<file path="src/sv/cbc_pkg.sv">
`default_nettype none

package cbc_pkg;

    localparam logic       OP_READ  = 1'b0;
    localparam logic       OP_WRITE = 1'b1;

    localparam logic [1:0] MAPPER_ROM  = 2'd0;
    localparam logic [1:0] MAPPER_MBC1 = 2'd1;
    localparam logic [1:0] MAPPER_MBC3 = 2'd2;
    localparam logic [1:0] MAPPER_MBC5 = 2'd3;

    localparam logic [1:0] TARGET_NONE = 2'd0;
    localparam logic [1:0] TARGET_ROM  = 2'd1;
    localparam logic [1:0] TARGET_RAM  = 2'd2;

    localparam logic [7:0] OPEN_BUS  = 8'hFF;
    localparam int         RAM_BANK_BYTES = 8192;

    typedef struct packed {
        logic        op;
        logic [15:0] address;
        logic [7:0]  write_data;
    } access_t;

    typedef struct packed {
        logic [1:0]  target;
        logic [22:0] rom_address;
        logic [7:0]  read_data;
    } result_t;

    typedef struct packed {
        logic [1:0]  target;
        logic [22:0] rom_address;
        logic        ram_read;
        logic        ram_write;
        logic [3:0]  ram_bank;
    } decode_t;

endpackage

`default_nettype wire

</file>
<file path="src/sv/cbc_map.sv">
`default_nettype none

module cbc_map #(
    parameter int RAM_BANKS = 16
) (
    input  wire               clk,
    input  wire               rst_n,
    input  wire               accept,
    input  cbc_pkg::access_t  item,
    input  wire  [1:0]        mapper,
    output cbc_pkg::decode_t  dec
);
    import cbc_pkg::*;

    logic [7:0] rom_bank_reg;
    logic [7:0] rom_bank_next;
    logic       rom_bank_high_reg;
    logic       rom_bank_high_next;
    logic [3:0] ram_bank_reg;
    logic [3:0] ram_bank_next;
    logic       banking_mode_reg;
    logic       banking_mode_next;
    logic       ram_enable_reg;
    logic       ram_enable_next;

    logic [8:0] rom_sel;
    logic [3:0] ram_sel;
    logic       ram_window;
    logic       ram_ok;
    logic [1:0] region;
    logic [7:0] d;

    assign region = item.address[14:13];
    assign d      = item.write_data;

    always_comb
    begin
        rom_bank_next      = rom_bank_reg;
        rom_bank_high_next = rom_bank_high_reg;
        ram_bank_next      = ram_bank_reg;
        banking_mode_next  = banking_mode_reg;
        ram_enable_next    = ram_enable_reg;
        if (accept && item.op == OP_WRITE && !item.address[15] && mapper != MAPPER_ROM)
        begin
            if (region == 2'd0)
            begin
                ram_enable_next = ((d & 8'h0A) == 8'h0A);
            end
            else
            begin
                case (mapper)
                    MAPPER_MBC1:
                    begin
                        if (region == 2'd1)
                        begin
                            rom_bank_next = (d[4:0] == 5'd0) ? 8'd1 : {3'd0, d[4:0]};
                        end
                        else if (region == 2'd2)
                        begin
                            if (d <= 8'h03)
                            begin
                                ram_bank_next = d[3:0];
                            end
                        end
                        else
                        begin
                            banking_mode_next = d[0];
                        end
                    end
                    MAPPER_MBC3:
                    begin
                        if (region == 2'd1)
                        begin
                            rom_bank_next = (d[6:0] == 7'd0) ? 8'd1 : {1'b0, d[6:0]};
                        end
                        else if (region == 2'd2)
                        begin
                            if (d <= 8'h03)
                            begin
                                ram_bank_next = d[3:0];
                            end
                        end
                    end
                    default:
                    begin
                        if (region == 2'd1)
                        begin
                            if (!item.address[12])
                            begin
                                rom_bank_next = (d == 8'd0) ? 8'd1 : d;
                            end
                            else
                            begin
                                rom_bank_high_next = d[0];
                            end
                        end
                        else if (region == 2'd2)
                        begin
                            if (d <= 8'h0F)
                            begin
                                ram_bank_next = d[3:0];
                            end
                        end
                    end
                endcase
            end
        end
    end

    always_ff @(posedge clk or negedge rst_n)
    begin
        if (!rst_n)
        begin
            rom_bank_reg      <= 8'd1;
            rom_bank_high_reg <= 1'b0;
            ram_bank_reg      <= 4'd0;
            banking_mode_reg  <= 1'b0;
            ram_enable_reg    <= 1'b0;
        end
        else
        begin
            rom_bank_reg      <= rom_bank_next;
            rom_bank_high_reg <= rom_bank_high_next;
            ram_bank_reg      <= ram_bank_next;
            banking_mode_reg  <= banking_mode_next;
            ram_enable_reg    <= ram_enable_next;
        end
    end

    always_comb
    begin
        case (mapper)
            MAPPER_MBC1:
            begin
                rom_sel = {4'd0, rom_bank_reg[4:0]};
                if (!banking_mode_reg)
                begin
                    rom_sel = rom_sel | {2'd0, ram_bank_reg[1:0], 5'd0};
                end
                ram_sel = banking_mode_reg ? {2'd0, ram_bank_reg[1:0]} : 4'd0;
            end
            MAPPER_MBC3:
            begin
                rom_sel = {2'd0, rom_bank_reg[6:0]};
                ram_sel = {2'd0, ram_bank_reg[1:0]};
            end
            MAPPER_MBC5:
            begin
                rom_sel = {rom_bank_high_reg, rom_bank_reg};
                ram_sel = ram_bank_reg;
            end
            default:
            begin
                rom_sel = 9'd0;
                ram_sel = 4'd0;
            end
        endcase
    end

    assign ram_window = (item.address[15:13] == 3'b101);
    assign ram_ok     = ram_window && mapper != MAPPER_ROM && ram_enable_reg
                        && ({1'b0, ram_sel} < 5'(RAM_BANKS));

    always_comb
    begin
        dec.target      = TARGET_NONE;
        dec.rom_address = 23'd0;
        dec.ram_read    = 1'b0;
        dec.ram_write   = 1'b0;
        dec.ram_bank    = ram_sel;
        if (!item.address[15])
        begin
            if (item.op == OP_READ)
            begin
                dec.target = TARGET_ROM;
                if (!item.address[14] || mapper == MAPPER_ROM)
                begin
                    dec.rom_address = {7'd0, item.address};
                end
                else
                begin
                    dec.rom_address = {rom_sel, item.address[13:0]};
                end
            end
        end
        else if (ram_ok)
        begin
            dec.target    = TARGET_RAM;
            dec.ram_read  = (item.op == OP_READ);
            dec.ram_write = (item.op == OP_WRITE);
        end
    end

endmodule

`default_nettype wire

</file>
<file path="config.mk">
export PLATFORM = sky130hd
export DESIGN_NAME = cbc_map
export DESIGN_NICKNAME = d
export VERILOG_FILES = /design/src/sv/cbc_pkg.sv /design/src/sv/cbc_map.sv
export SDC_FILE = /design/constraint.sdc
export NUM_CORES = 1
export LEC_CHECK = 0
export BUFFER_PORTS_ARGS = -buffer_cell sky130_fd_sc_hd__buf_2
export CAP_MARGIN = 0
export CORE_MARGIN = 2
export CORE_UTILIZATION = 44
export DETAILED_ROUTE_END_ITERATION = 6
export PLACE_DENSITY = 0.79
export SYNTH_ARGS = -nofsm -noshare
export SYNTH_HDL_FRONTEND = slang
export SYNTH_SLANG_ARGS = --single-unit
</file>
<file path="constraint.sdc">
create_clock -name clk -period 2.3 [get_ports clk]
set_clock_uncertainty 0.2 [all_clocks]
set_input_delay 0.46 -clock clk [delete_from_list [all_inputs] [get_ports clk]]
set_output_delay 0.46 -clock clk [all_outputs]
set_load 0.005 [all_outputs]
</file>
After elaboration in Yosys (flattened, before gate mapping):

Cells that the tools add are included.
W data, S select, Z words.

* register bits after elaboration: 15
* latch bits: 0
* memory bits (writable): 0
* bits in read-only memories: 0
* bits of input ports: 30
* output and inout port bits: 31
* logic and storage cells: 69
* memories kept: 0

* add/subtract/negate cells: 0
* multiply operators: 0
* div/mod/pow operators: 0
* $lt $le $gt $ge: 2
* equality and inequality tests: 9
* shift-type cells: 0
* multiplexer cells: 26
* bitwise operators: 6
* reduce and logical (&&, ||, !) cells: 21

Operators by type and width (count)
* $mux W23: 2
* $mux W8: 5
* $mux W4: 7
* $pmux W9 S3: 1
* $mux W24: 1
* $pmux W8 S2: 1
* $mux W7: 2
* $pmux W4 S3: 1
* $mux W2: 5
* $reduce_and A5 Y1: 2
* $eq A2 B2 Y1 const B: 4
* $le A8 B2 Y1 const B: 1
* $le A8 B4 Y1 const B: 1
* $logic_not A8 Y1: 1
* $logic_not A7 Y1: 1
* $or A5 B7 Y7: 1
* $reduce_and A6 Y1: 1
* $logic_and A1 B1 Y1: 5
* $logic_not A5 Y1: 1
* $mux W5: 1
* $not A1 Y1: 5
* $eq A2 B1 Y1 const B: 2
* $logic_not A2 Y1: 2
* $reduce_and A4 Y1: 1
* other kinds (8): 10

Depth between registers and ports, before layout:

Gate-level depths: netlist of run 1.

* depth in word-level cells: 6
* depth in mapped cells: 8

Worst setup path before layout of run 1:

No wires, ideal clock.

* path kind: input to output
* start: input mapper[0]
* end: output dec[21] (netlist bit)
* arrival time: 1.520 ns
* data required time: 1.640 ns
* path slack: 0.120 ns
* cell stages on the path: 5
* buffers on the path: 1
* path through: inv_1 -> ha_1 -> or4_1 -> buf_2 -> nor3_1

RTL lines
* start: declaration: RTL line cbc_map.sv:10 `input wire [1:0] mapper,`
* end: declaration: RTL line cbc_map.sv:11 `output cbc_pkg::decode_t dec`

==> results of run 1 <==
-- cell families (layout without fill, tap and decap cells) --
logic type	after synthesis	after routing
compound gates	19	19
fa+ha+maj	7	7
buf+inv	18	90
flops	15	15
mux	6	6
simple gates	63	63
-- path summary, 6_finish.rpt --
path                                  from               to  slack [ns]  cells after the start
max reg2reg                ram_bank_reg[1]  ram_bank_reg[1]        1.28                      1
min                                item[4]  rom_bank_reg[4]        0.24                      3
max in group asynchronous            rst_n  rom_bank_reg[0]        1.19                      2
min reg2reg                 ram_enable_reg   ram_enable_reg        0.30                      2
max                              mapper[0]          dec[21]       -0.01                      6
min in group asynchronous            rst_n  rom_bank_reg[5]        0.41                      2
-- critical path, stage by stage --
cell and delay (ns):
buf_6 0.08, inv_4 0.03, ha_4 0.14, or4_4 0.57
nor3_2 0.22, buf_2 0.14
-- area by class of cell --
type,instances,share of cell area [%]
clock buffer,4,1.62
timing repair buffer,73,26.4
tap,30,2.31
inverter,13,3.31
multi-input combinational,95,43.1
sequential,15,23.2
-- placed cells by master (no fill, tap or decap), types with 5 or more instances in the layout --
master and count:
inv_1 11, ha_1 5, nand3_1 7, nand2_1 5, buf_4 11, o21ai_0 12
nor2_1 7, buf_2 58, dfrtp_1 14, and2_1 18
-- report_power, final --
part	leakage, nW	internal (W)	switching (W)
Combinational	0.683	0.0000990	0.000106
Clock	0.0150	0.0000673	0.0000860
Sequential	0.185	0.000310	0.0000171
-- layer usage --
layer / vias up / global-route usage (%) / share of wire, %
li1: 581 / - / -
met1: 542 / 28.6 / 42
met2: 31 / 40.0 / 51
met3: 12 / 2.46 / 3.9
met4: 0 / 8.75 / 2.8
met5: - / 0 / 0
-- what timing repair did --
item	CTS	global route
resized for setup	1	14
pin swaps	0	3
gates cloned	0	0
hold buffers	1	0
setup endpoints to repair	5	9
endpoints found under the hold margin	14	0
-- through the flow --
step	TNS (ns)	power, W	hold slack [ns]	cells
global route	-0.0532	0.000730	0.250	230
global placement	-0.163	0.000512	0.178	225
finish	-0.0108	0.000685	0.238	230
CTS	-0.0401	0.000674	0.229	230
floorplan	0	0.000426	-0.0356	128
detailed placement	-0.324	0.000519	0.188	225
==> impl_results.md, run 1 <==
- Ys async rst share: 100%
- H-tree Lvls: 1
- Ys flop type: dfrtp_1
- Synth top area share: 31.3%
- Core ar.: 2450 µm²
- Detailed-route DRC error count: 0
- Final setup vio count: 1
- CTS Root Cell: clkbuf_4
- Setup Crit Path Kind: primary input to primary output
- First-pass detailed-route iteration total: 4
- Vias in the first global route: 1073
- Die height: 54.5 µm
- Syn avg cell area: 8.75 µm²
- Register area: 377 µm²
- Clk sink count: 15
- Xor and xnor fraction of the mapped netlist area: 0%
- Grt total ovfl: 0
- Largest net degree at the start of global routing: 16
- Initial antenna violation count: 0
- Peak supply drop: 0.300 mV
- Reg clk slew, reported paths: 0.09 ns
- Initial DRC Count: 29
- Non-Filler Cell Area, Final: 1620 µm²
- Via density: 5.07
- Clock Latency Late Sink: 0.28 ns
- Vias: 1166
- Postcts setup bufs: 0
- HP Class: primary input to flip-flop
- Fillers: 195
- Port Buf Inserts: 60
- Req. time, crit path: 1.64 ns
- Synthesized-area fraction occupied by and/or/nand/nor cells: 34.2%
- Final Hold Viols: 0
- Mux cell area share after synthesis: 7.37%
- Max Cap Viol: 0
- Placed Area: 1530 µm²
- Final period util: 100%
- Syn Nets: 165
- CP arrival: 1.65 ns
- Num CTS Buffers: 3
- Failing checks: negative setup slack
- Post-DP HPWL: 2.46 mm
- Status: finished, violations left
- Die Span X: 54.5 µm
- Post-route ant nets: 0
- Top post-synthesis cells by area: dfrtp_1, and2_1, ha_1, o21ai_0, mux2_4
- GRT Overall Usage: 22.8%
- Area share of fa/ha/maj cells after synthesis: 7.82%
- First-pass GRT wire length: 4.85 mm
- CP max FO: 6
- Compound-Gate Fraction of Synth Area: 9.72%
- Area of the mapped netlist: 1120 µm²
- WL final: 3.10 mm
- Min Tclk post-route: 2.31 ns
- Die ar.: 2960 µm²
- GPL Wtd Cong: 0.878
- Post-synth cell types: 35
- Pre-CTS setup slack: -0.0931 ns
- Clock buffer depth: 2
- I/O Pins: 61
- Largest register FFs: 8
- Pwr dens: 422 nW/µm²
- Area occupied by multi-input gates: 701 µm²
- Pleak: 0.883 nW
- Worst setup EP type: primary output
- RSZ-0062 raised after global routing: yes
- Core Util, Final: 66.2%
- Antenna cells: 0
- Largest family of logic cells by synthesized area: simple AND/OR/NAND/NOR gates
- Fmax: 433 MHz
- Slew at the pin closest to its max-slew limit: 0.406 ns
- Final WS setup: -0.0108 ns
- Post-synthesis cell type with the largest combined area: dfrtp_1
- Avg WL per Cell: 13.5 µm
- EDFF count, synth: 0
- Critical Path Start Type: primary input
- Top-count cell post-synth: and2_1
- Initial Util: 45.6%
- Syn. warnings: 0
- Final max-slew violation count: 0
- CTS tree: built
- Relative slew slack: 72.7%
- Synthesized flop and latch total: 15
- Synth cell count leaders: and2_1, dfrtp_1, inv_1, o21ai_0
- Share of cells above drive strength 1: 47.0%
- Seq/Total Area, Yosys: 33.6%
- Row count: 18
- Fin nets: 238
- Post-Syn Instances: 128
- Synth-to-Final Area Change: 45.0%
Power figures use the tool's default switching activity.
==> run 2, diff against run 1 <==
--- a/config.mk
+++ b/config.mk
@@ -10,6 +10,7 @@
 export CORE_MARGIN = 2
 export CORE_UTILIZATION = 44
 export DETAILED_ROUTE_END_ITERATION = 6
+export GPL_TIMING_DRIVEN = 0
 export PLACE_DENSITY = 0.79
 export SYNTH_ARGS = -nofsm -noshare
 export SYNTH_HDL_FRONTEND = slang
==> run 2 against run 1 <==
Compared with the run above:
- the run now ends clean
- final cell count decreased by 2.6%
- sequential power barely moved
- first-iteration DRC count increased by 10%
- worst setup slack better by 0.019 ns
- fmax is 0.82% higher
- sequential share of layout area up 0.59 points
- die area did not move
- global-route usage is 1.1 points lower
- worst hold slack better by 0.016 ns
- via count fell by 0.26%
- wire length is 1.4% higher
==> impl_results.md, run 2 (same netlist as run 1, synthesis figures left out) <==
- Via density: 5.19
- RSZ-0062 raised after global routing: yes
- Max Cap Viol: 0
- Initial DRC Count: 32
- Fin cells: 224
- Clk sink count: 15
- Worst setup EP type: primary output
- CP arrival: 1.63 ns
- Detailed-route DRC error count: 0
- Row count: 18
- Fillers: 207
- Inst Count DP: 218
- Grt total ovfl: 0
- Initial Util: 45.6%
- Fmax: 436 MHz
- Vias: 1163
- Req. time, crit path: 1.64 ns
- Relative slew slack: 72.6%
- CTS tree: built
- CTS Root Cell: clkbuf_4
- Critical Path Start Type: primary input
- Most frequent cells in the layout: buf_2, and2_1, dfrtp_1
- Post-DP HPWL: 2.46 mm
- GPL Wtd Cong: 0.811
- H-tree Lvls: 1
- GRT Overall Usage: 21.7%
- Largest register FFs: 8
- Fin nets: 232
- Synth-to-Final Area Change: 41.5%
- First-pass GRT wire length: 4.66 mm
- Vias in the first global route: 1035
- Num CTS Buffers: 3
- Pleak: 0.856 nW
- Peak supply drop: 0.445 mV
- Die ar.: 2960 µm²
- Slew at the pin closest to its max-slew limit: 0.409 ns
- Core ar.: 2450 µm²
- CP max FO: 6
- Die Span X: 54.5 µm
- Antenna cells: 0
- Largest net degree at the start of global routing: 16
- Power Total: 0.000684 W
- Initial antenna violation count: 0
- Final period util: 99.6%
- HP Class: primary input to flip-flop
- Setup Crit Path Kind: primary input to primary output
- Final setup vio count: 0
- Status: finished clean
- Commonest non-fill, non-tap cell in the layout: buf_2
- Final Hold Viols: 0
- Clock Latency Late Sink: 0.28 ns
- Share of cells above drive strength 1: 45.4%
- Pwr dens: 432 nW/µm²
- Min Tclk post-route: 2.29 ns
- Reg clk slew, reported paths: 0.09 ns
- I/O Pins: 61
- Final max-slew violation count: 0
- Port Buf Inserts: 60
- Post-route ant nets: 0
- First-pass detailed-route iteration total: 4
- Clock buffer depth: 2
- Avg WL per Cell: 14.0 µm
- Die height: 54.5 µm
- WL final: 3.14 mm
## run 2: cell types whose count changed in the layout (fill, tap and decap cells not counted), sizes merged
cell and change:
buf -7, clkbuf +1
## run 2: timing repair
| item | 4_1_cts | 5_1_grt |
|---|---|---|
| hold endpoints to repair | 14 | 0 |
| pin swaps | 2 | 2 |
| endpoints found under the setup margin | 6 | 11 |
| gates resized for setup | 18 | 5 |
| setup buffers | 1 | 1 |
| hold buffers | 1 | 0 |
## run 2: worst max-delay path, cell delays in order
cell and delay, ns:
buf_12 0.09, inv_6 0.03, ha_4 0.15, or4_4 0.56
nor3_2 0.20, buf_2 0.13
## run 2: where the power goes
part / switching, W / internal [W] / leakage (nW) / total [W]
registers: 0.0000183 / 0.000310 / 0.185 / 0.000328
clock network: 0.0000849 / 0.0000671 / 0.0150 / 0.000152
logic: 0.000111 / 0.0000930 / 0.656 / 0.000204
## run 2: worst paths after layout
| kind | start | to | cells past startpoint | slack, ns |
|---|---|---|---|---|
| setup / recovery | mapper[1] | dec[22] | 6 | 0.008 |
| setup reg to reg | ram_bank_reg[1] | ram_bank_reg[1] | 1 | 1.27 |
| hold / removal | item[7] | rom_bank_reg[7] | 3 | 0.25 |
| hold reg to reg | ram_bank_reg[2] | ram_bank_reg[2] | 1 | 0.32 |
| min in group asynchronous | rst_n | ram_bank_reg[1] | 2 | 0.41 |
| max in group asynchronous | rst_n | rom_bank_reg[0] | 2 | 1.19 |
## run 2: layer usage
layer / global-route usage, % / vias to the layer above / part of all wire (%)
met4: 5.00 / 0 / 1.4
li1: - / 569 / -
met1: 26.6 / 554 / 40
met5: 0 / - / 0
met3: 3.28 / 6 / 4.2
met2: 39.6 / 34 / 54
## run 2: layout make-up
cell class | count | area, µm² | share of cell area, %
multi-input combinational | 95 | 713 | 45.0
timing repair buffer | 63 | 347 | 21.9
clock buffer | 4 | 26.3 | 1.66
sequential | 15 | 377 | 23.8
tap | 30 | 37.5 | 2.37
buffer | 4 | 27.5 | 1.74
inverter | 13 | 56.3 | 3.55
## run 2: stage by stage
stage / hold slack, ns / setup slack, ns / TNS (ns) / area (µm²) / util (%)
after CTS: 0.244 / -0.0214 / -0.0214 / 1570 / 64.0
after global routing: 0.260 / -0.0288 / -0.0403 / 1580 / 64.5
after floorplan: -0.0356 / 0.120 / 0 / 1120 / -
final: 0.254 / 0.00813 / 0 / 1580 / 64.5
after global placement: 0.182 / -0.247 / -1.33 / 1460 / 59.4
after detailed placement: 0.184 / -0.272 / -1.54 / 1460 / 59.4
